$ cat config.mk
export PLATFORM = sky130hd
export DESIGN_NAME = hmng_queue
export DESIGN_NICKNAME = d
export VERILOG_FILES = /design/src/sv/hmng_pkg.sv /design/src/sv/hmng_queue.sv
export SDC_FILE = /design/constraint.sdc
export NUM_CORES = 1
export LEC_CHECK = 0
export BUFFER_PORTS_ARGS = -buffer_cell sky130_fd_sc_hd__buf_2
export CELL_PAD_IN_SITES_DETAIL_PLACEMENT = 1
export CELL_PAD_IN_SITES_GLOBAL_PLACEMENT = 1
export CORE_ASPECT_RATIO = 1.75
export CORE_MARGIN = 4
export CORE_UTILIZATION = 50
export CTS_CLUSTER_SIZE = 8
export DETAILED_ROUTE_END_ITERATION = 10
export PLACE_DENSITY_LB_ADDON = 0.1
export SLEW_MARGIN = 20
export SYNTH_ARGS = -nofsm -noshare
export SYNTH_HDL_FRONTEND = slang
export SYNTH_SLANG_ARGS = --single-unit
$ cat constraint.sdc
create_clock -name clock -period 3 [get_ports clock]
set_input_delay 0.45 -clock clock [delete_from_list [all_inputs] [get_ports clock]]
set_output_delay 0.45 -clock clock [all_outputs]
set_load 0.03 [all_outputs]
$ cat src/sv/hmng_pkg.sv
// shared types, constants and reset values for the heightmap normal generator
`timescale 1ns / 1ps
package hmng_pkg;

   localparam int MAX_WIDTH_DEFAULT   = 1024;
   localparam int JOB_QUEUE_DEPTH     = 4;
   localparam int SAMPLE_BITS         = 16;
   localparam int MAP_WIDTH_BITS      = 11;
   localparam int MAP_HEIGHT_BITS     = 16;
   localparam int SCALE_BITS          = 16;
   localparam int COLUMN_BITS         = 10;
   localparam int ROW_BITS            = 16;
   localparam int DIFF_BITS           = 18;
   localparam int CSR_ADDR_BITS       = 4;
   localparam int CSR_DATA_BITS       = 32;

   localparam logic [MAP_WIDTH_BITS-1:0]  MAP_WIDTH_RESET   = 11'd255;
   localparam logic [MAP_HEIGHT_BITS-1:0] MAP_HEIGHT_RESET  = 16'd255;
   localparam logic [SCALE_BITS-1:0]      SLOPE_SCALE_RESET = 16'd12800;

   localparam logic [1:0] REG_MAP_WIDTH   = 2'd0;
   localparam logic [1:0] REG_MAP_HEIGHT  = 2'd1;
   localparam logic [1:0] REG_SLOPE_SCALE = 2'd2;

   typedef struct packed {
      logic signed [DIFF_BITS-1:0] dx;
      logic signed [DIFF_BITS-1:0] dz;
      logic [COLUMN_BITS-1:0]      col;
      logic [ROW_BITS-1:0]         row;
      logic                        last;
      logic                        eom;
   } hmng_job_type;

   typedef enum logic [1:0] {
      FR_IDLE,
      FR_READ,
      FR_EMIT
   } hmng_front_state_type;

   typedef enum logic [3:0] {
      BK_IDLE,
      BK_MUL_X,
      BK_MUL_Z,
      BK_SQ_X,
      BK_SQ_Z,
      BK_SUM,
      BK_ROOT,
      BK_DIV_LOAD,
      BK_DIV,
      BK_DONE
   } hmng_back_state_type;

endpackage

$ cat src/sv/hmng_queue.sv
// small job queue between front and back
`timescale 1ns / 1ps
module hmng_queue #(
   parameter int DEPTH = hmng_pkg::JOB_QUEUE_DEPTH
) (
   input  logic                   clock,
   input  logic                   reset,
   input  logic                   push_valid,
   output logic                   push_ready,
   input  hmng_pkg::hmng_job_type push_job,
   output logic                   pop_valid,
   input  logic                   pop_ready,
   output hmng_pkg::hmng_job_type pop_job
);
   import hmng_pkg::*;

   localparam int PW = (DEPTH > 1) ? $clog2(DEPTH) : 1;
   localparam int NW = $clog2(DEPTH + 1);

   hmng_job_type   slots_ff [DEPTH];
   logic [PW-1:0]  wr_ptr_ff, rd_ptr_ff;
   logic [NW-1:0]  count_ff;
   logic           do_push, do_pop;

   assign push_ready = (count_ff != NW'(DEPTH));
   assign pop_valid  = (count_ff != '0);
   assign pop_job    = slots_ff[rd_ptr_ff];
   assign do_push    = push_valid && push_ready;
   assign do_pop     = pop_valid && pop_ready;

   always_ff @(posedge clock) begin
      if (reset) begin
         wr_ptr_ff <= '0;
         rd_ptr_ff <= '0;
         count_ff  <= '0;
      end else begin
         if (do_push) begin
            wr_ptr_ff <= (wr_ptr_ff == PW'(DEPTH - 1)) ? '0 : wr_ptr_ff + PW'(1);
         end
         if (do_pop) begin
            rd_ptr_ff <= (rd_ptr_ff == PW'(DEPTH - 1)) ? '0 : rd_ptr_ff + PW'(1);
         end
         if (do_push && !do_pop) begin
            count_ff <= count_ff + NW'(1);
         end else if (do_pop && !do_push) begin
            count_ff <= count_ff - NW'(1);
         end
      end
   end

   always_ff @(posedge clock) begin
      if (do_push) begin
         slots_ff[wr_ptr_ff] <= push_job;
      end
   end

   a_count_bound: assert property (@(posedge clock) disable iff (reset)
      count_ff <= NW'(DEPTH))
      else $error("job queue overfilled");
endmodule

==> results of run 1 <==
worst max-delay path by stage:
| stage | from | endpoint | slack (ns) | depth (start not counted) |
|---|---|---|---|---|
| after floorplan | count_ff[0]$_SDFFE_PP0P_ | count_ff[2]$_SDFFE_PP0P_ | 0.71 | 9 |
| after global placement | count_ff[0]$_SDFFE_PP0P_ | count_ff[2]$_SDFFE_PP0P_ | 0.71 | 7 |
| after detailed placement | count_ff[0]$_SDFFE_PP0P_ | count_ff[2]$_SDFFE_PP0P_ | 0.56 | 7 |
| after CTS | flop | pop_job[43] | 0.30 | 3 |
| after global routing | flop | pop_job[30] | 0.24 | 3 |
| final | flop | pop_job[43] | 0.36 | 3 |
metrics by stage:
stage | util | instances | total power [mW] | hold slack (ns) | worst slack [ns]
after floorplan | - | 382 | 6.45 | 0.463 | 0.710
after global placement | 0.562 | 747 | 7.16 | 0.489 | 0.706
after detailed placement | 0.562 | 747 | 7.25 | 0.483 | 0.561
after CTS | 0.618 | 802 | 11.1 | 0.147 | 0.298
after global routing | 0.618 | 803 | 11.5 | 0.156 | 0.240
final | 0.618 | 803 | 11.0 | 0.167 | 0.364
logic make-up (layout without fill, tap and decap cells):
group                      count (synthesis)  count (layout)  share of synthesized area
DFF                                      265             265                      0.812
muxes                                     67              67                      0.152
buffers and inverters                     19             198                     0.0101
and+or+nand+nor                           17              17                     0.0110
adders and majority gates                  7               7                    0.00981
AOI/OAI and AO/OA                          5               5                    0.00361
xor gates and xnor gates                   2               2                    0.00181
other                                      0               1                          0
layout by cell type (no fill, tap or decap), types with 2 or more instances in the layout:
cell type / n
clkbuf_1: 13
mux4_2: 64
xor2_1: 2
or3_2: 2
a21oi_1: 2
and3_4: 4
dfxtp_4: 2
ha_1: 6
nor2_1: 3
nand2b_1: 2
edfxtp_1: 256
dfxtp_1: 7
mux2i_1: 3
buf_12: 7
buf_2: 133
clkbuf_16: 41
inv_1: 3
metal layers:
metal | share of wire | up-vias
met1 | 0.36 | 2374
met4 | 0.028 | 2
met2 | 0.55 | 137
met5 | 0.00047 | -
met3 | 0.056 | 44
li1 | - | 1955
worst max-delay path, delay by kind of cell, from the launching register on:
| kind | cells | cell delay (ns) |
|---|---|---|
| buffers and inverters | 2 | 0.48 |
| flip-flops | 1 | 0.60 |
| multiplexers | 1 | 0.57 |
final cells by class:
| cell class | instances | area (um2) |
|---|---|---|
| Tap cell | 241 | 302 |
| Inverter | 3 | 11.3 |
| Antenna cell | 1 | 2.50 |
| Multi-Input combinational cell | 98 | 1740 |
| Sequential cell | 265 | 7880 |
| Clock buffer | 54 | 1070 |
| Clock inverter | 1 | 8.76 |
| Timing Repair Buffer | 140 | 806 |
| Fill cell | 1577 | 7290 |
registers in the layout (all words and copies together) (netlist names), named ones only:
name and count:
slots_ff 256, count_ff 3, rd_ptr_ff 2, wr_ptr_ff 2
power by group through the flow:
stage | registers [mW] | clock network (mW) | logic [mW]
global placement | 4.72 | 0 | 2.44
finish | 4.69 | 3.83 | 2.44
CTS | 4.70 | 3.94 | 2.51
floorplan | 4.64 | 0 | 1.81
detailed placement | 4.76 | 0 | 2.48
global route | 4.72 | 4.13 | 2.61
synth_stat cells (2+ instances only):
cell	count
a21oi_1	2
clkbuf_2	2
and3_2	4
nor2_1	3
edfxtp_1	256
or3_2	2
mux4_2	64
mux2i_1	3
inv_1	3
buf_4	6
nand2b_1	2
ha_1	6
buf_1	6
xor2_1	2
dfxtp_1	9
==> results.cfg, run 1 <==
[synthesis]
ys.flop_type = edfxtp_1
syn_nets = 457
synth_edf_count = 256
synthCells = 382
yosys.area.top_type = edfxtp_1
synth.distinct_cells = 27
syn_avg_cell_area_um2 = 25.4
synth_top_area_frac = 0.793
syn-cell-area_mm2 = 0.00969
synth.area.top_cells = edfxtp_1 79%, mux4_2 15%, dfxtp_1 1.9%
ys_ff_latch = 265
async_reset_ff_frac = 0
yosysWarningCount = 0
yosysSeqAreaShare = 0.812

[sta]
period_share = 0.879
finalCriticalPeriod_ns = 2.64
tns_ns = 0
setup_viol = 0
rsz0062_at_grt = no
max_freq_ghz = 0.379
hold_violations = 0
fin_skew_ns = 0.0150
relSlewSlack = 0.548
maxSlewViolCount = 0
worst_pin_slew_ns = 0.678

[setup_path]
crit_path_end_kind = output port
worst-path-max-fanout = 22
r2r_slack_ns = 0.54
cp.arrival_ns = 2.19
slowest_stage = dfxtp_4
reg2reg_depth = 7
critPathRequiredTime_ns = 2.55
cp_slowest_stage_delay_ns = 0.60
r2r-end = count_ff[2]$_SDFFE_PP0P_
worstReg2RegStart = count_ff[1]$_SDFFE_PP0P_
critPathKind = flop to output port
worstSetupStartpointType = flop
crit_chain = buf_12 > mux4_2 > buf_2

[placement]
dpl-instance-area_mm2 = 0.0107
numPortBuffers = 133
dp_hpwl_um = 11300
gp_congestion = 0.708

[min_path]
hold_path_depth = 1
hold_path_class = input port to flop
worstHoldStart = push_job[33]
whs_endpoint = slots_ff[3][33]$_DFFE_PP_

[detailed_routing]
num_vias = 4512
viasPerCell = 5.62
routedWlPerCell_um = 24.0
ant_nets = 0
firstDrtPassIters = 5
drt-total-wl_um = 19300
drtIter0Drc = 204
drc = 0

[clock_network]
cts_hold_buf = 0
insertion_delay_ns = 0.49
clk_pin_slew_worst_paths_ns = 0.05
cts_root_buffer = clkbuf_16
cts_setup_buffers = 0
htreeDepth = 2
cts.repair.resized = 0
clockBufferDepth = 3
numClockSinks = 265
cts_buffers = 39
cts_tree = yes

[global_route]
busiest_layer = met2
grt_util_met3 = 0.0410
grtUsageMet1 = 0.215
antenna_found_initial = 2
grt_usage = 0.183
gr-usage-met2 = 0.326
grt_pass1_vias = 5174
grt_max_degree = 40
overflow = 0
grt_first_pass_wirelength_um = 29800

[pwr]
p_switching_mw = 3.09
comb_power_share = 0.223
swShare = 0.282
pwr-share-clk = 0.350
sequentialPowerShare = 0.428
peakVddDrop_uv = 704
power_leakage_nw = 4.01
intPower_mw = 7.87
power_density_mw_per_mm2 = 928

[die]
ios = 134
core_area_mm2 = 0.0191
die-width_um = 113
fp.dieH_um = 192
dieArea_mm2 = 0.0218
start_util = 0.507
fp-row-count = 67

[status]
outcome = completed

[cells_and_area]
finalNetCount = 622
areaGrowthSynthToFinish_pct = 22.0
drive_gt1_frac = 0.456
fin_area_mm2 = 0.0118

[run]
drv_cap = 0
No activity file was read; power rests on OpenSTA's default activity.
==> run 2, diff against run 1 <==
--- a/config.mk
+++ b/config.mk
@@ -8,11 +8,12 @@
 export BUFFER_PORTS_ARGS = -buffer_cell sky130_fd_sc_hd__buf_2
 export CELL_PAD_IN_SITES_DETAIL_PLACEMENT = 1
 export CELL_PAD_IN_SITES_GLOBAL_PLACEMENT = 1
-export CORE_ASPECT_RATIO = 1.75
+export CORE_ASPECT_RATIO = 0.8
 export CORE_MARGIN = 4
 export CORE_UTILIZATION = 50
 export CTS_CLUSTER_SIZE = 8
 export DETAILED_ROUTE_END_ITERATION = 10
+export MAX_ROUTING_LAYER = met4
 export PLACE_DENSITY_LB_ADDON = 0.1
 export SLEW_MARGIN = 20
 export SYNTH_ARGS = -nofsm -noshare
==> run 2 against run 1 <==
First-iteration DRC count increased by 43%. Maximum frequency decreased by 0.68%. Combinational power about the same. Sequential power about the same. Clock power about the same. Power decreased by 0.30%. Via count decreased by 0.55%. Clock skew decreased by 0.0044 ns. Critical endpoint is now pop_job[28]. Largest cell class unchanged.
==> results.cfg, run 2 (synthesis results as in run 1) <==
[status]
outcome = completed

[sta]
relSlewSlack = 0.550
setup_viol = 0
finalCriticalPeriod_ns = 2.65
period_share = 0.885
tns_ns = 0
worst_pin_slew_ns = 0.674
max_freq_ghz = 0.377
maxSlewViolCount = 0
fin_skew_ns = 0.0106
rsz0062_at_grt = no
hold_violations = 0

[clock_network]
clk_pin_slew_worst_paths_ns = 0.05
cts_tree = yes
clockBufferDepth = 3
cts_root_buffer = clkbuf_16
htreeDepth = 2
cts.repair.resized = 0
cts_setup_buffers = 0
cts_hold_buf = 0
cts_buffers = 39
insertion_delay_ns = 0.49
numClockSinks = 265

[pwr]
peakVddDrop_uv = 466
finalPower_mw = 10.9
pwr-share-clk = 0.347
power_density_mw_per_mm2 = 922
power_leakage_nw = 4.02
swShare = 0.282
sequentialPowerShare = 0.429
intPower_mw = 7.85
comb_power_share = 0.223
p_switching_mw = 3.08

[detailed_routing]
ant_nets = 0
firstDrtPassIters = 4
viasPerCell = 5.45
drt-total-wl_um = 19200
drtIter0Drc = 292
drc = 0
routedWlPerCell_um = 23.3
num_vias = 4487

[setup_path]
crit_path_end_kind = output port
worst-path-max-fanout = 24
critPathKind = flop to output port
cp.arrival_ns = 2.20
worstSetupStartpointType = flop
critPathRequiredTime_ns = 2.55

[cells_and_area]
largest-register = slots_ff
largest_reg_flops = 256
finalNetCount = 626
fin_area_mm2 = 0.0119
final_common_cell = edfxtp_1
drive_gt1_frac = 0.463
final_cell_mix = 256 x edfxtp_1, 133 x buf_2, 64 x mux4_2
utilization = 0.623
reg_top3 = slots_ff: 256 flops, count_ff: 3 flops
areaGrowthSynthToFinish_pct = 22.3

[run]
drv_cap = 0

[global_route]
antenna_found_initial = 5
grt_usage = 0.187
grt_pass1_vias = 5073
overflow = 0
grt_max_degree = 41
grt_first_pass_wirelength_um = 29400

[placement]
gp_congestion = 0.729
numPortBuffers = 133
dp_hpwl_um = 11500
dpl-instance-area_mm2 = 0.0108

[die]
ios = 134
dieArea_mm2 = 0.0217
start_util = 0.509
core_area_mm2 = 0.0190
die-width_um = 164
fp.dieH_um = 133
fp-row-count = 45

[min_path]
hold_path_class = input port to flop
==> run 2: cell types whose count changed in the layout (fill, tap and decap cells not counted) <==
| cell | delta |
|---|---|
| buf_12 | -1 |
| diode_2 | +4 |
| buf_4 | +5 |
| clkbuf_1 | -4 |
==> run 2: worst paths after layout <==
| path | slack, ns | depth (start not counted) | from | endpoint |
|---|---|---|---|---|
| setup / recovery | 0.35 | 3 | flop | pop_job[28] |
| hold / removal | 0.17 | 1 | push_job[0] | slots_ff[2][0]$_DFFE_PP_ |
| setup reg to reg | 0.59 | 7 | count_ff[0]$_SDFFE_PP0P_ | count_ff[2]$_SDFFE_PP0P_ |
| hold reg to reg | 0.53 | 2 | count_ff[2]$_SDFFE_PP0P_ | count_ff[2]$_SDFFE_PP0P_ |
==> run 2: final cells by class <==
type	instances	area, um2
antenna	5	12.5
clock buffer	50	1060
multi-input combinational	98	1740
tap	258	323
sequential	265	7880
inverter	3	11.3
fill	1602	7180
timing repair buffer	144	823
clock inverter	1	8.76
==> run 2: critical path, cell delays in order, from the launching register on <==
cell     delay, ns
dfxtp_4       0.64
buf_12        0.30
mux4_2        0.55
buf_2         0.20
==> run 2: routing by layer <==
layer | share of wire | GRT usage
met1 | 0.42 | 0.238
met2 | 0.49 | 0.292
met3 | 0.076 | 0.0610
met4 | 0.017 | 0.0550
met5 | 0 | -
==> run 2: stage by stage <==
stage	setup slack, ns	std cells	hold WS [ns]
2_1_floorplan	0.710	382	0.463
3_3_place_gp	0.725	768	0.482
3_5_place_dp	0.583	768	0.512
4_1_cts	0.262	819	0.146
5_1_grt	0.158	824	0.149
6_report	0.346	824	0.173
==> run 2: power groups by stage <==
stage	clock, mW	combinational, mW	sequential, mW
2_1_floorplan	0	1.81	4.64
6_report	3.80	2.44	4.69
3_5_place_dp	0	2.49	4.77
4_1_cts	3.89	2.50	4.70
5_1_grt	4.08	2.61	4.73
3_3_place_gp	0	2.45	4.73
