`src/sv/hmng_pkg.sv`:
```
// shared types, constants and reset values for the heightmap normal generator
`timescale 1ns / 1ps
package hmng_pkg;

   localparam int MAX_WIDTH_DEFAULT   = 1024;
   localparam int JOB_QUEUE_DEPTH     = 4;
   localparam int SAMPLE_BITS         = 16;
   localparam int MAP_WIDTH_BITS      = 11;
   localparam int MAP_HEIGHT_BITS     = 16;
   localparam int SCALE_BITS          = 16;
   localparam int COLUMN_BITS         = 10;
   localparam int ROW_BITS            = 16;
   localparam int DIFF_BITS           = 18;
   localparam int CSR_ADDR_BITS       = 4;
   localparam int CSR_DATA_BITS       = 32;

   localparam logic [MAP_WIDTH_BITS-1:0]  MAP_WIDTH_RESET   = 11'd255;
   localparam logic [MAP_HEIGHT_BITS-1:0] MAP_HEIGHT_RESET  = 16'd255;
   localparam logic [SCALE_BITS-1:0]      SLOPE_SCALE_RESET = 16'd12800;

   localparam logic [1:0] REG_MAP_WIDTH   = 2'd0;
   localparam logic [1:0] REG_MAP_HEIGHT  = 2'd1;
   localparam logic [1:0] REG_SLOPE_SCALE = 2'd2;

   typedef struct packed {
      logic signed [DIFF_BITS-1:0] dx;
      logic signed [DIFF_BITS-1:0] dz;
      logic [COLUMN_BITS-1:0]      col;
      logic [ROW_BITS-1:0]         row;
      logic                        last;
      logic                        eom;
   } hmng_job_type;

   typedef enum logic [1:0] {
      FR_IDLE,
      FR_READ,
      FR_EMIT
   } hmng_front_state_type;

   typedef enum logic [3:0] {
      BK_IDLE,
      BK_MUL_X,
      BK_MUL_Z,
      BK_SQ_X,
      BK_SQ_Z,
      BK_SUM,
      BK_ROOT,
      BK_DIV_LOAD,
      BK_DIV,
      BK_DONE
   } hmng_back_state_type;

endpackage

```
`src/sv/hmng_if.sv`:
```


interface hmng_rsp_if;
   logic               valid;
   logic               ready;
   logic signed [15:0] normal_x;
   logic [14:0]        normal_y;
   logic signed [15:0] normal_z;
   logic [9:0]         cell_column;
   logic [15:0]        cell_row;
   logic               last_of_run;
   logic               end_of_map;
   modport source (output valid, output normal_x, output normal_y, output normal_z,
                   output cell_column, output cell_row, output last_of_run,
                   output end_of_map, input ready);
   modport sink (input valid, input normal_x, input normal_y, input normal_z,
                 input cell_column, input cell_row, input last_of_run,
                 input end_of_map, output ready);
endinterface

```
`src/sv/hmng_back.sv`:
```
// back end: slope scaling, vector length by bit-serial root, per-component division
`timescale 1ns / 1ps
module hmng_back (
   input  logic                              clock,
   input  logic                              reset,
   input  logic [hmng_pkg::SCALE_BITS-1:0]   slope_scale,
   input  logic                              pop_valid,
   output logic                              pop_ready,
   input  hmng_pkg::hmng_job_type            pop_job,
   hmng_rsp_if.source                        rsp_if
);
   import hmng_pkg::*;

   localparam logic [1:0]  COMP_X   = 2'd0;
   localparam logic [1:0]  COMP_Y   = 2'd1;
   localparam logic [1:0]  COMP_Z   = 2'd2;
   localparam logic [30:0] UP_MAG   = 31'd1 << 23;
   localparam logic [63:0] UP_SQ    = 64'd1 << 46;
   localparam logic [63:0] BIT_INIT = 64'd1 << 62;

   hmng_back_state_type state_ff, state_in;

   hmng_job_type  job_ff;
   logic [30:0]   ax_ff, az_ff;
   logic [61:0]   sq_ff;
   logic [63:0]   acc_ff, n_ff, res_ff, bit_ff;
   logic [4:0]    cnt_ff;
   logic [1:0]    comp_ff;
   logic [45:0]   rem_ff, dv_ff;
   logic [14:0]   q_ff;
   logic [15:0]   nx_ff, nz_ff;
   logic [14:0]   ny_ff;

   logic                 out_valid_ff;
   logic signed [15:0]   out_x_ff, out_z_ff;
   logic [14:0]          out_y_ff;
   logic [9:0]           out_col_ff;
   logic [15:0]          out_row_ff;
   logic                 out_last_ff, out_eom_ff;

   logic [17:0] mul_d;
   logic [33:0] prod;
   logic [30:0] sq_op, mag;
   logic [61:0] sq;
   logic [63:0] trial;
   logic        root_ge, div_ge, load_out, div_end;
   logic [31:0] root;
   logic [14:0] q_next;
   logic [15:0] q_signed;

   function automatic logic [17:0] abs_diff(input logic signed [17:0] d);
      return d[17] ? 18'(-d) : 18'(d);
   endfunction

   assign mul_d = (state_ff == BK_MUL_X) ? abs_diff(job_ff.dx) : abs_diff(job_ff.dz);
   assign prod  = 34'(slope_scale) * 34'(mul_d);
   assign sq_op = (state_ff == BK_SQ_X) ? ax_ff : az_ff;
   assign sq    = 62'(sq_op) * 62'(sq_op);

   assign trial   = res_ff + bit_ff;
   assign root_ge = (n_ff >= trial);
   assign root    = res_ff[31:0];

   always_comb begin
      case (comp_ff)
         COMP_X:  mag = ax_ff;
         COMP_Y:  mag = UP_MAG;
         default: mag = az_ff;
      endcase
   end

   assign div_ge  = (rem_ff >= dv_ff);
   assign q_next  = {q_ff[13:0], div_ge};
   assign div_end = (state_ff == BK_DIV) && (cnt_ff == 5'd14);
   assign load_out = (state_ff == BK_DONE) && (!out_valid_ff || rsp_if.ready);
   assign pop_ready = (state_ff == BK_IDLE);

   always_comb begin
      if ((comp_ff == COMP_X && job_ff.dx[17]) || (comp_ff == COMP_Z && job_ff.dz[17])) begin
         q_signed = 16'd0 - 16'(q_next);
      end else begin
         q_signed = 16'(q_next);
      end
   end

   always_comb begin
      state_in = state_ff;
      unique case (state_ff)
         BK_IDLE: begin
            if (pop_valid) begin
               state_in = BK_MUL_X;
            end
         end
         BK_MUL_X:    state_in = BK_MUL_Z;
         BK_MUL_Z:    state_in = BK_SQ_X;
         BK_SQ_X:     state_in = BK_SQ_Z;
         BK_SQ_Z:     state_in = BK_SUM;
         BK_SUM:      state_in = BK_ROOT;
         BK_ROOT: begin
            if (cnt_ff == 5'd31) begin
               state_in = BK_DIV_LOAD;
            end
         end
         BK_DIV_LOAD: state_in = BK_DIV;
         BK_DIV: begin
            if (div_end) begin
               state_in = (comp_ff == COMP_Z) ? BK_DONE : BK_DIV_LOAD;
            end
         end
         BK_DONE: begin
            if (load_out) begin
               state_in = BK_IDLE;
            end
         end
         default: begin
            state_in = BK_IDLE;
         end
      endcase
   end

   always_ff @(posedge clock) begin
      if (reset) begin
         state_ff     <= BK_IDLE;
         out_valid_ff <= 1'b0;
      end else begin
         state_ff <= state_in;
         if (load_out) begin
            out_valid_ff <= 1'b1;
         end else if (rsp_if.ready) begin
            out_valid_ff <= 1'b0;
         end
      end
   end

   always_ff @(posedge clock) begin
      unique case (state_ff)
         BK_IDLE: begin
            job_ff <= pop_job;
         end
         BK_MUL_X: begin
            ax_ff <= prod[32:2];
         end
         BK_MUL_Z: begin
            az_ff <= prod[32:2];
         end
         BK_SQ_X: begin
            sq_ff <= sq;
         end
         BK_SQ_Z: begin
            acc_ff <= 64'(sq_ff) + UP_SQ;
            sq_ff  <= sq;
         end
         BK_SUM: begin
            n_ff    <= acc_ff + 64'(sq_ff);
            res_ff  <= '0;
            bit_ff  <= BIT_INIT;
            cnt_ff  <= '0;
            comp_ff <= COMP_X;
         end
         BK_ROOT: begin
            if (root_ge) begin
               n_ff   <= n_ff - trial;
               res_ff <= (res_ff >> 1) + bit_ff;
            end else begin
               res_ff <= res_ff >> 1;
            end
            bit_ff <= bit_ff >> 2;
            cnt_ff <= cnt_ff + 5'd1;
         end
         BK_DIV_LOAD: begin
            rem_ff <= 46'({mag, 14'd0}) + 46'(root >> 1);
            dv_ff  <= {root, 14'd0};
            q_ff   <= '0;
            cnt_ff <= '0;
         end
         BK_DIV: begin
            if (div_ge) begin
               rem_ff <= rem_ff - dv_ff;
            end
            dv_ff  <= dv_ff >> 1;
            q_ff   <= q_next;
            cnt_ff <= cnt_ff + 5'd1;
            if (div_end) begin
               comp_ff <= comp_ff + 2'd1;
               case (comp_ff)
                  COMP_X:  nx_ff <= q_signed;
                  COMP_Y:  ny_ff <= q_next;
                  default: nz_ff <= q_signed;
               endcase
            end
         end
         BK_DONE: begin
            if (load_out) begin
               out_x_ff    <= $signed(nx_ff);
               out_y_ff    <= ny_ff;
               out_z_ff    <= $signed(nz_ff);
               out_col_ff  <= job_ff.col;
               out_row_ff  <= job_ff.row;
               out_last_ff <= job_ff.last;
               out_eom_ff  <= job_ff.eom;
            end
         end
         default: begin
         end
      endcase
   end

   assign rsp_if.valid       = out_valid_ff;
   assign rsp_if.normal_x    = out_x_ff;
   assign rsp_if.normal_y    = out_y_ff;
   assign rsp_if.normal_z    = out_z_ff;
   assign rsp_if.cell_column = out_col_ff;
   assign rsp_if.cell_row    = out_row_ff;
   assign rsp_if.last_of_run = out_last_ff;
   assign rsp_if.end_of_map  = out_eom_ff;

   a_up_positive: assert property (@(posedge clock) disable iff (reset)
      out_valid_ff |-> out_y_ff != '0)
      else $error("up component of normal is zero");

   a_root_runs_out: assert property (@(posedge clock) disable iff (reset)
      state_ff == BK_DIV_LOAD |-> bit_ff == '0)
      else $error("root iteration ended early");
endmodule

```
`src/flat_wrapper.sv`:
```
// flat-port wrapper written by rule: the top's interface ports become plain ports
module hmng_back_flat import hmng_pkg::*;
  (clock, reset, slope_scale, pop_valid, pop_ready, pop_job, rsp_if_valid, rsp_if_normal_x, rsp_if_normal_y, rsp_if_normal_z, rsp_if_cell_column, rsp_if_cell_row, rsp_if_last_of_run, rsp_if_end_of_map, rsp_if_ready);
  hmng_rsp_if rsp_if_i ();
  input  logic clock;
  input  logic reset;
  input  logic [hmng_pkg::SCALE_BITS-1:0] slope_scale;
  input  logic pop_valid;
  output logic pop_ready;
  input  hmng_pkg::hmng_job_type pop_job;
  output wire logic [$bits(rsp_if_i.valid)-1:0] rsp_if_valid;
  output wire logic [$bits(rsp_if_i.normal_x)-1:0] rsp_if_normal_x;
  output wire logic [$bits(rsp_if_i.normal_y)-1:0] rsp_if_normal_y;
  output wire logic [$bits(rsp_if_i.normal_z)-1:0] rsp_if_normal_z;
  output wire logic [$bits(rsp_if_i.cell_column)-1:0] rsp_if_cell_column;
  output wire logic [$bits(rsp_if_i.cell_row)-1:0] rsp_if_cell_row;
  output wire logic [$bits(rsp_if_i.last_of_run)-1:0] rsp_if_last_of_run;
  output wire logic [$bits(rsp_if_i.end_of_map)-1:0] rsp_if_end_of_map;
  input wire logic [$bits(rsp_if_i.ready)-1:0] rsp_if_ready;
  assign rsp_if_valid = rsp_if_i.valid;
  assign rsp_if_normal_x = rsp_if_i.normal_x;
  assign rsp_if_normal_y = rsp_if_i.normal_y;
  assign rsp_if_normal_z = rsp_if_i.normal_z;
  assign rsp_if_cell_column = rsp_if_i.cell_column;
  assign rsp_if_cell_row = rsp_if_i.cell_row;
  assign rsp_if_last_of_run = rsp_if_i.last_of_run;
  assign rsp_if_end_of_map = rsp_if_i.end_of_map;
  assign rsp_if_i.ready = rsp_if_ready;
  hmng_back u_core (.clock(clock), .reset(reset), .slope_scale(slope_scale), .pop_valid(pop_valid), .pop_ready(pop_ready), .pop_job(pop_job), .rsp_if(rsp_if_i));
endmodule
```
`config.mk`:
```
export PLATFORM = sky130hd
export DESIGN_NAME = hmng_back_flat
export DESIGN_NICKNAME = d
export VERILOG_FILES = /design/src/sv/hmng_pkg.sv /design/src/sv/hmng_if.sv /design/src/sv/hmng_back.sv /design/src/flat_wrapper.sv
export SDC_FILE = /design/constraint.sdc
export NUM_CORES = 2
export LEC_CHECK = 0
export BUFFER_PORTS_ARGS = -buffer_cell sky130_fd_sc_hd__buf_2
export CAP_MARGIN = 20
export CORE_UTILIZATION = 40
export CTS_BUF_LIST = sky130_fd_sc_hd__clkbuf_8
export CTS_CLUSTER_SIZE = 24
export DETAILED_ROUTE_END_ITERATION = 8
export PLACE_DENSITY_LB_ADDON = 0.1
export SYNTH_ARGS = -nofsm -noshare
export SYNTH_HDL_FRONTEND = slang
export SYNTH_SLANG_ARGS = --single-unit
```
`constraint.sdc`:
```
create_clock -name clock -period 10.14 [get_ports clock]
set_input_delay 0.507 -clock clock [delete_from_list [all_inputs] [get_ports clock]]
set_output_delay 0.507 -clock clock [all_outputs]
set_load 0.005 [all_outputs]
```
==> results.yml <==
grt:
  grt_usage: 0.242
  grt_pass1_wl_um: 354000
  grt_max_degree: 74
  grt_pass1_vias: 58500
  grt_overflow: 0
  antenna_found_initial: 4
worst_setup_path:
  cp-start-kind: "flop"
  crit_path_end_kind: "flop"
  path_max_fanout: 37
  slowest_stage: "inv_1"
  crit_required_ns: 10.76
  cp_common_cell: "fa_1"
  cp_slowest_stage_delay_ns: 0.59
  ff2ff_path_depth: 29
  criticalPathCategory: "flop to flop"
  arrival_ns: 10.19
clock_tree:
  cts_sinks: 649
  clock_path_buffers: 3
  numCtsBuffers: 120
  root_buffer: "clkbuf_8"
  insertion_delay_ns: 0.91
  post_cts_buffers: 0
  htree_levels: 3
  clk_pin_slew_ns: 0.06
  tritoncts: "built"
synth:
  synth_top_area_cell: "fa_1"
  synth_seq_cells: 649
  ys_seq_area_frac: 0.258
  synth.most_common_cell: "inv_1"
  synthArstFlopShare: 0
  synth_edf_count: 644
  yosysWarnings: 0
  netlist_top_cells_count: "inv_1, fa_1, nand2_1"
  synthCells: 7716
  yosys-top-cells-area: "fa_1, edfxtp_1, ha_1, inv_1, nand2_1"
  synth_top_area_frac: 0.258
  syn_area_sq_um: 75300
  ys_types: 118
  ys.flop_type: "edfxtp_1"
  postSynthAreaPerCell_sq_um: 9.76
route:
  wl_um: 227000
  initialDrtViolationCount: 3892
  drc_errors: 0
  routedWlPerCell_um: 21.6
  dr.pass1.iters: 5
  vias_per_cell: 5.29
  vias: 55500
  ant_nets: 0
placement:
  post-dp-hpwl_um: 181000
  place_ws_ns: 0.584
  gp_congestion: 0.907
  portBuffers: 160
cells_and_area:
  final_layout_size_suffix_gt1_frac: 0.0783
  final_nets: 9594
  area_growth_pct: 9.19
  fillers: 18200
timing:
  fin_skew_ns: 0.0723
  fin_setup_tns_ns: 0
  worst_slack_ns: 0.563
  grt_setup_unrepaired: "no"
  relSlewSlack: 0.162
  drv_slew: 0
  hold_viol_final: 0
  min_period_over_period: 0.944
  setup_viol: 0
  fmaxAchievable_mhz: 104
  worst_pin_slew_ns: 1.24
  finalCriticalPeriod_ns: 9.58
floorplan:
  io_pins: 161
  floorplan.initialDensity: 0.404
  dieWidth_um: 436
  core_area_sq_um: 186000
  die-area_sq_um: 190000
  std_cell_rows: 158
  die_h_um: 436
min_path:
  hp-class: "input pin to flop"
  min_path_cells: 3
run_status:
  status: "complete, no violations"
job:
  drv_cap: 0
-- worst max-delay path, delay by kind of cell, from the launching register on --
kind	cells	cell delay [ns]
DFF	1	0.33
adders and majority gates	9	4.54
xor gates and xnor gates	1	0.14
buffers and inverters	6	1.11
and+or+nand+nor	6	1.02
AOI/OAI and AO/OA	6	1.53
muxes	1	0.57
-- cell families after synthesis --
group,synth area share
DFF,0.258
other,0.0000498
adders and majority gates,0.362
muxes,0.00701
and+or+nand+nor,0.122
AOI/OAI and AO/OA,0.122
buffers and inverters,0.0799
xor gates and xnor gates,0.0494
-- sequential cells by signal, indices dropped and copies added (netlist names), 31 cells and up --
name	count
u_core.acc_ff	62
u_core.ax_ff	31
u_core.az_ff	31
u_core.bit_ff	32
u_core.dv_ff	46
u_core.job_ff	64
u_core.n_ff	64
u_core.rem_ff	46
u_core.res_ff	64
u_core.sq_ff	61
-- worst paths after layout --
check                      from                            to  slack (ns)
max          u_core.state_ff[0]              u_core.sq_ff[54]        0.56
min                rsp_if_ready           u_core.rsp_if.valid        0.15
max reg2reg  u_core.state_ff[0]              u_core.sq_ff[54]        0.56
min reg2reg   u_core.job_ff[18]  u_core.rsp_if.cell_column[0]        0.42
-- per-layer routing --
layer,track usage,part of all wire,up-vias,routed length [um]
met5,0,0,-,0
met4,0.0615,0.023,0,5310
met3,0.0334,0.055,266,12400
met2,0.393,0.46,1312,105000
met1,0.340,0.46,28000,104000
li1,-,-,25900,-
-- timing repair --
| action | in CTS | in global routing |
|---|---|---|
| hold endpoints to repair | 69 | 0 |
| gates resized for setup | 0 | 0 |
| hold buffers | 65 | 0 |
-- layout by cell type, fill, tap and decap left out, drive strengths merged, types with 60 or more instances in the layout --
cell type,netlist,layout
xnor2,219,219
xor2,206,206
o21bai,74,74
buf,50,292
and2,119,119
nand4,66,66
clkbuf,230,120
nand3,77,77
clkinv,8,61
inv,1294,1330
dlygate4sd3,0,65
nor2b,60,60
a21oi,406,406
edfxtp,644,644
a31oi,90,90
nand2,814,814
nor3,69,69
ha,623,623
a21o,182,182
nor2,563,563
and3,73,73
o21ai,327,327
fa,971,971
-- final cells by class --
cell class              instances  area, sq um  area share
repair buffers                357         2500      0.0304
well taps                    2480         3100      0.0377
multi-input cells            5486        50000       0.608
flip-flops and latches        649        19400       0.236
clock buffers                 120         1650      0.0201
inverters                    1302         4890      0.0595
diodes                          3         7.51   0.0000913
clock inverters                95          601     0.00731
-- metrics by stage --
stage | hold WS (ns) | instances | cell area [sq um] | util
4_1_cts | 0.0869 | 10500 | 82200 | 0.441
5_1_grt | 0.109 | 10500 | 82200 | 0.441
3_5_place_dp | 0.405 | 10200 | 79300 | 0.426
6_report | 0.155 | 10500 | 82200 | 0.441
2_1_floorplan | 0.400 | 7717 | 75300 | -
3_3_place_gp | 0.400 | 10200 | 79200 | 0.426
Power is not shown: default switching activity piles up to over one toggle a cycle in this logic, so the estimate is an artifact.
