$ cat src/sv/hmng_pkg.sv
// shared types, constants and reset values for the heightmap normal generator
`timescale 1ns / 1ps
package hmng_pkg;

   localparam int MAX_WIDTH_DEFAULT   = 1024;
   localparam int JOB_QUEUE_DEPTH     = 4;
   localparam int SAMPLE_BITS         = 16;
   localparam int MAP_WIDTH_BITS      = 11;
   localparam int MAP_HEIGHT_BITS     = 16;
   localparam int SCALE_BITS          = 16;
   localparam int COLUMN_BITS         = 10;
   localparam int ROW_BITS            = 16;
   localparam int DIFF_BITS           = 18;
   localparam int CSR_ADDR_BITS       = 4;
   localparam int CSR_DATA_BITS       = 32;

   localparam logic [MAP_WIDTH_BITS-1:0]  MAP_WIDTH_RESET   = 11'd255;
   localparam logic [MAP_HEIGHT_BITS-1:0] MAP_HEIGHT_RESET  = 16'd255;
   localparam logic [SCALE_BITS-1:0]      SLOPE_SCALE_RESET = 16'd12800;

   localparam logic [1:0] REG_MAP_WIDTH   = 2'd0;
   localparam logic [1:0] REG_MAP_HEIGHT  = 2'd1;
   localparam logic [1:0] REG_SLOPE_SCALE = 2'd2;

   typedef struct packed {
      logic signed [DIFF_BITS-1:0] dx;
      logic signed [DIFF_BITS-1:0] dz;
      logic [COLUMN_BITS-1:0]      col;
      logic [ROW_BITS-1:0]         row;
      logic                        last;
      logic                        eom;
   } hmng_job_type;

   typedef enum logic [1:0] {
      FR_IDLE,
      FR_READ,
      FR_EMIT
   } hmng_front_state_type;

   typedef enum logic [3:0] {
      BK_IDLE,
      BK_MUL_X,
      BK_MUL_Z,
      BK_SQ_X,
      BK_SQ_Z,
      BK_SUM,
      BK_ROOT,
      BK_DIV_LOAD,
      BK_DIV,
      BK_DONE
   } hmng_back_state_type;

endpackage

$ cat src/sv/hmng_if.sv
// beat channels for height samples in and normals out
`timescale 1ns / 1ps
interface hmng_req_if;
   logic        valid;
   logic        ready;
   logic [15:0] height_sample;
   modport source (output valid, output height_sample, input ready);
   modport sink (input valid, input height_sample, output ready);
endinterface


$ cat src/sv/hmng_front.sv
// front end: sample intake, line store update, neighbour window and job issue
`timescale 1ns / 1ps
module hmng_front #(
   parameter int MAX_WIDTH = hmng_pkg::MAX_WIDTH_DEFAULT
) (
   input  logic                                   clock,
   input  logic                                   reset,
   hmng_req_if.sink                               req_if,
   input  logic [hmng_pkg::MAP_WIDTH_BITS-1:0]    map_width,
   input  logic [hmng_pkg::MAP_HEIGHT_BITS-1:0]   map_height,
   output logic                                   ram_we,
   output logic [$clog2(MAX_WIDTH)-1:0]           ram_waddr,
   output logic [2*hmng_pkg::SAMPLE_BITS-1:0]     ram_wdata,
   output logic [$clog2(MAX_WIDTH)-1:0]           ram_raddr,
   input  logic [2*hmng_pkg::SAMPLE_BITS-1:0]     ram_rdata,
   output logic                                   push_valid,
   input  logic                                   push_ready,
   output hmng_pkg::hmng_job_type                 push_job
);
   import hmng_pkg::*;

   localparam int CW = $clog2(MAX_WIDTH);
   localparam logic [1:0] SLOT_INNER  = 2'd0;
   localparam logic [1:0] SLOT_RIGHT  = 2'd1;
   localparam logic [1:0] SLOT_BOTTOM = 2'd2;
   localparam logic [1:0] SLOT_CORNER = 2'd3;

   hmng_front_state_type state_ff, state_in;

   logic [SAMPLE_BITS-1:0] s_ff, u_ff, m_ff, p_ff;
   logic [SAMPLE_BITS-1:0] l0_ff, l1_ff, l2_ff, l3_ff;
   logic [CW-1:0]          c_ff, column_count_ff;
   logic [ROW_BITS-1:0]    r_ff, row_count_ff;
   logic [1:0]             slot_ff;

   logic [CW-1:0]          wm1, c_cl, x_sel;
   logic [ROW_BITS-1:0]    hm1, r_cl, y_sel;
   logic [3:0]             slot_set;
   logic                   slot_last, advance, step_done;
   logic [SAMPLE_BITS-1:0] zl, zc, zr, zu, zd;

   function automatic logic signed [DIFF_BITS-1:0] mirror_diff(
      input logic                   first,
      input logic                   last,
      input logic [SAMPLE_BITS-1:0] a,
      input logic [SAMPLE_BITS-1:0] ctr,
      input logic [SAMPLE_BITS-1:0] b
   );
      logic signed [DIFF_BITS:0] sa, sc, sb, rv;
      sa = $signed({3'b000, a});
      sc = $signed({3'b000, ctr});
      sb = $signed({3'b000, b});
      if (first) begin
         rv = sc - sb;
         rv = rv + rv;
      end else if (last) begin
         rv = sa - sc;
         rv = rv + rv;
      end else begin
         rv = sa - sb;
      end
      return rv[DIFF_BITS-1:0];
   endfunction

   // effective map size
   always_comb begin
      if (map_width < MAP_WIDTH_BITS'(2)) begin
         wm1 = CW'(1);
      end else if (32'(map_width) > MAX_WIDTH) begin
         wm1 = CW'(MAX_WIDTH - 1);
      end else begin
         wm1 = CW'(map_width - MAP_WIDTH_BITS'(1));
      end
      if (map_height < MAP_HEIGHT_BITS'(2)) begin
         hm1 = ROW_BITS'(1);
      end else begin
         hm1 = map_height - MAP_HEIGHT_BITS'(1);
      end
      c_cl = (column_count_ff > wm1) ? wm1 : column_count_ff;
      r_cl = (row_count_ff > hm1) ? hm1 : row_count_ff;
   end

   assign slot_set[SLOT_INNER]  = (c_ff != '0) && (r_ff != '0);
   assign slot_set[SLOT_RIGHT]  = (r_ff != '0) && (c_ff == wm1);
   assign slot_set[SLOT_BOTTOM] = (r_ff == hm1) && (c_ff != '0);
   assign slot_set[SLOT_CORNER] = (r_ff == hm1) && (c_ff == wm1);

   always_comb begin
      x_sel     = c_ff;
      y_sel     = r_ff;
      zl        = '0;
      zc        = '0;
      zr        = '0;
      zu        = '0;
      zd        = '0;
      slot_last = 1'b1;
      case (slot_ff)
         SLOT_INNER: begin
            x_sel     = c_ff - CW'(1);
            y_sel     = r_ff - ROW_BITS'(1);
            zl        = p_ff;
            zc        = l1_ff;
            zr        = m_ff;
            zu        = l0_ff;
            zd        = l2_ff;
            slot_last = (slot_set[3:1] == 3'b000);
         end
         SLOT_RIGHT: begin
            y_sel     = r_ff - ROW_BITS'(1);
            zl        = l1_ff;
            zc        = m_ff;
            zu        = u_ff;
            zd        = s_ff;
            slot_last = (slot_set[3:2] == 2'b00);
         end
         SLOT_BOTTOM: begin
            x_sel     = c_ff - CW'(1);
            zl        = l3_ff;
            zc        = l2_ff;
            zr        = s_ff;
            zu        = l1_ff;
            slot_last = !slot_set[SLOT_CORNER];
         end
         default: begin
            zl        = l2_ff;
            zc        = s_ff;
            zu        = m_ff;
         end
      endcase
   end

   assign push_job.dx   = mirror_diff(x_sel == '0, x_sel == wm1, zl, zc, zr);
   assign push_job.dz   = mirror_diff(y_sel == hm1, y_sel == '0, zd, zc, zu);
   assign push_job.col  = COLUMN_BITS'(x_sel);
   assign push_job.row  = y_sel;
   assign push_job.last = slot_last;
   assign push_job.eom  = (slot_ff == SLOT_CORNER);

   assign push_valid = (state_ff == FR_EMIT) && slot_set[slot_ff];
   assign advance    = !slot_set[slot_ff] || push_ready;
   assign step_done  = (state_ff == FR_EMIT) && advance && (slot_ff == SLOT_CORNER);

   assign req_if.ready = (state_ff == FR_IDLE);
   assign ram_raddr    = c_cl;
   assign ram_we       = (state_ff == FR_READ);
   assign ram_waddr    = c_ff;
   assign ram_wdata    = {ram_rdata[SAMPLE_BITS-1:0], s_ff};

   always_comb begin
      state_in = state_ff;
      unique case (state_ff)
         FR_IDLE: begin
            if (req_if.valid) begin
               state_in = FR_READ;
            end
         end
         FR_READ: begin
            state_in = FR_EMIT;
         end
         FR_EMIT: begin
            if (step_done) begin
               state_in = FR_IDLE;
            end
         end
         default: begin
            state_in = FR_IDLE;
         end
      endcase
   end

   always_ff @(posedge clock) begin
      if (reset) begin
         state_ff        <= FR_IDLE;
         column_count_ff <= '0;
         row_count_ff    <= '0;
         slot_ff         <= SLOT_INNER;
         l0_ff           <= '0;
         l1_ff           <= '0;
         l2_ff           <= '0;
         l3_ff           <= '0;
         p_ff            <= '0;
      end else begin
         state_ff <= state_in;
         if (state_ff == FR_READ) begin
            slot_ff <= SLOT_INNER;
         end else if (state_ff == FR_EMIT && advance) begin
            slot_ff <= slot_ff + 2'd1;
         end
         if (step_done) begin
            p_ff  <= l1_ff;
            l0_ff <= u_ff;
            l1_ff <= m_ff;
            l3_ff <= l2_ff;
            l2_ff <= s_ff;
            if (c_ff == wm1) begin
               column_count_ff <= '0;
               row_count_ff    <= (r_ff == hm1) ? '0 : r_ff + ROW_BITS'(1);
            end else begin
               column_count_ff <= c_ff + CW'(1);
               row_count_ff    <= r_ff;
            end
         end
      end
   end

   always_ff @(posedge clock) begin
      if (state_ff == FR_IDLE && req_if.valid) begin
         s_ff <= req_if.height_sample;
         c_ff <= c_cl;
         r_ff <= r_cl;
      end
      if (state_ff == FR_READ) begin
         u_ff <= ram_rdata[2*SAMPLE_BITS-1:SAMPLE_BITS];
         m_ff <= ram_rdata[SAMPLE_BITS-1:0];
      end
   end

   a_eom_is_last: assert property (@(posedge clock) disable iff (reset)
      push_valid && push_job.eom |-> push_job.last)
      else $error("corner job not flagged as last");

   a_step_bounded: assert property (@(posedge clock) disable iff (reset)
      state_ff == FR_READ |=> state_ff == FR_EMIT && slot_ff == SLOT_INNER)
      else $error("job issue did not start at the first slot");
endmodule

$ cat src/flat_wrapper.sv
// flat-port wrapper written by rule: the top's interface ports become plain ports
module hmng_front_flat import hmng_pkg::*;
#(
   parameter int MAX_WIDTH = hmng_pkg::MAX_WIDTH_DEFAULT
)
  (clock, reset, map_width, map_height, ram_we, ram_waddr, ram_wdata, ram_raddr, ram_rdata, push_valid, push_ready, push_job, req_if_valid, req_if_height_sample, req_if_ready);
  hmng_req_if req_if_i ();
  input  logic clock;
  input  logic reset;
  input  logic [hmng_pkg::MAP_WIDTH_BITS-1:0] map_width;
  input  logic [hmng_pkg::MAP_HEIGHT_BITS-1:0] map_height;
  output logic ram_we;
  output logic [$clog2(MAX_WIDTH)-1:0] ram_waddr;
  output logic [2*hmng_pkg::SAMPLE_BITS-1:0] ram_wdata;
  output logic [$clog2(MAX_WIDTH)-1:0] ram_raddr;
  input  logic [2*hmng_pkg::SAMPLE_BITS-1:0] ram_rdata;
  output logic push_valid;
  input  logic push_ready;
  output hmng_pkg::hmng_job_type push_job;
  input wire logic [$bits(req_if_i.valid)-1:0] req_if_valid;
  input wire logic [$bits(req_if_i.height_sample)-1:0] req_if_height_sample;
  output wire logic [$bits(req_if_i.ready)-1:0] req_if_ready;
  assign req_if_i.valid = req_if_valid;
  assign req_if_i.height_sample = req_if_height_sample;
  assign req_if_ready = req_if_i.ready;
  hmng_front #(.MAX_WIDTH(MAX_WIDTH)) u_core (.clock(clock), .reset(reset), .req_if(req_if_i), .map_width(map_width), .map_height(map_height), .ram_we(ram_we), .ram_waddr(ram_waddr), .ram_wdata(ram_wdata), .ram_raddr(ram_raddr), .ram_rdata(ram_rdata), .push_valid(push_valid), .push_ready(push_ready), .push_job(push_job));
endmodule
$ cat config.mk
export PLATFORM = sky130hd
export DESIGN_NAME = hmng_front_flat
export DESIGN_NICKNAME = d
export VERILOG_FILES = /design/src/sv/hmng_pkg.sv /design/src/sv/hmng_if.sv /design/src/sv/hmng_front.sv /design/src/flat_wrapper.sv
export SDC_FILE = /design/constraint.sdc
export NUM_CORES = 1
export LEC_CHECK = 0
export BUFFER_PORTS_ARGS = -buffer_cell sky130_fd_sc_hd__buf_2
export CORE_ASPECT_RATIO = 0.75
export CORE_MARGIN = 2
export CORE_UTILIZATION = 35
export CTS_CLUSTER_DIAMETER = 30
export DETAILED_ROUTE_END_ITERATION = 10
export PLACE_DENSITY = 0.54
export SLEW_MARGIN = 20
export SYNTH_ARGS = -nofsm -noshare
export SYNTH_HDL_FRONTEND = slang
export SYNTH_SLANG_ARGS = --single-unit
$ cat constraint.sdc
create_clock -name clock -period 11.9 [get_ports clock]
set_input_delay 1.19 -clock clock [delete_from_list [all_inputs] [get_ports clock]]
set_output_delay 1.19 -clock clock [all_outputs]
set_load 0.1 [all_outputs]
==> flow_metrics.tcl <==
set metrics [dict create \
    tightest_slew_ns 1.22 \
    diodes 0 \
    nFillCells 4924 \
    p_clk_frac 0.250 \
    seq_area_frac_synth 0.263 \
    vdd_ir_drop_max_v 0.000113 \
    drtAntennaViolNets 0 \
    grt_util_all_layers 0.215 \
    cts_hold_buf 0 \
    worstHoldStart "u_core.column_count_ff[0]$_SDFFE_PP0P_" \
    pwr-share-seq 0.305 \
    start_util 0.355 \
    max_slew_margin 0.178 \
    clk_latency_ns 0.46 \
    period_needed_ns 7.67 \
    hpwl_um 42600 \
    wl_per_cell_um 20.1 \
    cts.sinks 184 \
    synthTopCellsByArea "edfxtp_1 13%, dfxtp_1 13%, ha_1 10%" \
    start_kind "flop" \
    min_path_type "reg2reg" \
    clockRootBuffer "clkbuf_16" \
    outcome "completed" \
    crit_family "compound AO/OA/AOI/OAI gates" \
    cts_tree "yes" \
    comb_power_share 0.446 \
    p_per_area_nw_per_um2 124 \
    drive_above_1_share 0.150 \
    grt.overflow.total 0 \
    async_reset_ff_frac 0 \
    vias 15900 \
    rsz0062_at_grt "no" \
    synth-edff-count 74 \
    p_int_mw 1.24 \
    synth_area_leader_cell "edfxtp_1" \
    nets 2334 \
    rrSetupSlack_ns 7.10 \
    drc 0 \
    synthCells 2009 \
    synthFlopType "dfxtp_1" \
    syn_nets 2228 \
    synthDistinctLibCells 87 \
    antenna_found_initial 0 \
    leakagePower_nw 8.24 \
    core_um2 47500 \
    area_growth_pct 11.0 \
    syn_area_um2 16800 \
    finalCritPeriodShare 0.645 \
    setup_viol 0 \
    netSwitchingFraction 0.467 \
    max_freq_mhz 130 \
    critical_path_class "reg2out" \
    syn_area_per_cell_um2 8.39 \
    multi_input_area_um2 11400 \
    cap_violations 0 \
    p_switching_mw 1.09 \
    cts_buffers 17 \
    drt_iter0_drc 1336 \
    grt_pass1_wl_um 84600 \
    cts_max_path_buffers 2 \
    avgViaCountPerCell 5.76 \
    grt.busiest_layer "met2" \
    whs_ns 0.483 \
    cpPeakStageDelay_ns 0.78 \
    met1_usage 0.320 \
    cp.arrival_ns 6.48 \
    htreeDepth 4 \
    maxSlewViolCount 0 \
    yosys_register_bits 184 \
    cts_setup_buffers 0 \
    clock-skew-final_ns 0.0125 \
    die_w_um 257 \
    gp_congestion 0.908 \
    register_area_um2 4420 \
    holdPathEnd "u_core.column_count_ff[0]$_SDFFE_PP0P_" \
    grtUsageMet2 0.325 \
    rows 69 \
    holdPathStages 2 \
    netlist.area_leader.share 0.132 \
    drtPass1Iterations 7 \
    slowest_stage "a2111oi_0" \
    synth_common_cells "209 x nor2_1, 134 x ha_1, 124 x nand2_1, 110 x dfxtp_1, 106 x mux2i_1" \
    dieHeight_um 194 \
    ys_warn_count 0 \
    drt-total-wl_um 55700 \
    end_kind "primary output" \
    clk_pin_slew_ns 0.08 \
    io_pins 198 \
    die_area_um2 49900 \
    crit_path_cell_trace "inv_1 > ha_2 > buf_4 > a222oi_1 > nand2_1 > o21ai_0 > ha_1 > inv_1 > fa_1 > a211oi_1 > o21bai_1 > a2111oi_0 > o31ai_1 > o21ai_0 > a21oi_1 > and3_1 > or4_1 > a22oi_1 > buf_2" \
    worstRegToRegCells 11 \
    fin_setup_tns_ns 0 \
    hold_viol 0 \
    cts_resized 0 \
    cp_num_buf_inv 4 \
    crit_fanout 69 \
    grt_pass1_vias 14600 \
    fin_util 0.394 \
    cp.required_ns 10.71 \
    r2r-start "u_core.r_ff[6]$_DFFE_PP_" \
    regToRegEndpoint "u_core.l3_ff[11]$_SDFFE_PP0P_" \
    grtUsageMet3 0.0294 \
    io_buffers 197 \
    synth.most_common_cell "nor2_1" \
    grt_start_max_net_pins 96 \
]
-- stage by stage --
| stage | total power, mW | setup WS [ns] | cell area, µm² | cells |
|---|---|---|---|---|
| floorplan | 1.55 | 3.66 | 16800 | 2009 |
| global placement | 1.74 | 4.84 | 18100 | 2735 |
| detailed placement | 1.75 | 4.86 | 18100 | 2735 |
| CTS | 2.34 | 4.31 | 18700 | 2767 |
| global route | 2.43 | 3.75 | 18700 | 2767 |
| finish | 2.32 | 4.23 | 18700 | 2767 |
-- layout by cell type, fill, tap and decap left out, types with 18 or more instances in the layout --
cell and n:
nor2_1 209, o21ai_0 84, buf_2 196, edfxtp_1 74, clkbuf_16 18, or3_1 29
a222oi_1 30, nor3_1 56, a22oi_1 39, mux2_2 27, a31oi_1 23, a21o_1 23
nand2_1 124, a211oi_1 21, buf_4 21, nand3_1 68, mux2i_1 106, dfxtp_1 110
o211ai_1 23, xnor2_1 78, ha_1 131, inv_1 93, xor2_1 67, o31ai_1 31
nand4_1 31, nor4_1 23, o21a_1 22, a21oi_1 101
-- cells by family after synthesis --
| logic type | count (synthesis) | synth area share |
|---|---|---|
| buf+inv | 225 | 0.0622 |
| mux | 134 | 0.0817 |
| xor+xnor | 146 | 0.0767 |
| compound gates | 515 | 0.216 |
| simple gates | 665 | 0.194 |
| fa+ha+maj | 140 | 0.107 |
| flops | 184 | 0.263 |
-- metal layers --
layer  wire length (µm)  vias to the layer above
li1                   -                     7727
met1              27900                     7655
met2              23900                      510
met3               3020                       44
met4                919                        0
met5                  0                        -
-- how the worst max path moves through the flow --
stage / start / to / slack [ns] / depth (start not counted)
after floorplan: u_core.slot_ff[0]$_SDFFE_PP0P_ / push_job[63] / 3.66 / 17
after global placement: u_core.slot_ff[1]$_SDFFE_PP0P_ / push_job[63] / 4.84 / 19
after detailed placement: u_core.slot_ff[1]$_SDFFE_PP0P_ / push_job[63] / 4.86 / 19
after CTS: u_core.slot_ff[1]$_SDFFE_PP0P_ / push_job[63] / 4.31 / 19
after global routing: u_core.slot_ff[1]$_SDFFE_PP0P_ / push_job[63] / 3.75 / 19
final: u_core.slot_ff[1]$_SDFFE_PP0P_ / push_job[60] / 4.23 / 19
-- power by group through the flow --
| stage | sequential (mW) | clock, mW | combinational (mW) |
|---|---|---|---|
| floorplan | 0.741 | 0 | 0.808 |
| global placement | 0.722 | 0 | 1.02 |
| CTS | 0.707 | 0.597 | 1.03 |
| detailed placement | 0.722 | 0 | 1.03 |
| global route | 0.711 | 0.623 | 1.10 |
| finish | 0.708 | 0.580 | 1.04 |
-- worst reg2reg max path, cell delays in order, from the launching register on --
cell	delay [ns]
edfxtp_1	0.60
inv_1	0.27
o311ai_0	0.19
a31oi_1	0.17
a211o_1	0.28
or4_1	0.65
o41a_1	0.56
o311ai_4	0.27
buf_4	0.50
buf_4	0.77
mux2i_1	0.34
nor2_1	0.05
-- area by class of cell --
| class | count | share of cell area |
|---|---|---|
| Multi-Input combinational cell | 1600 | 0.610 |
| Sequential cell | 184 | 0.236 |
| Timing Repair Buffer | 217 | 0.0609 |
| Tap cell | 639 | 0.0427 |
| Clock buffer | 18 | 0.0241 |
| Inverter | 95 | 0.0191 |
| Clock inverter | 14 | 0.00655 |
Power figures use the tool's default switching activity.
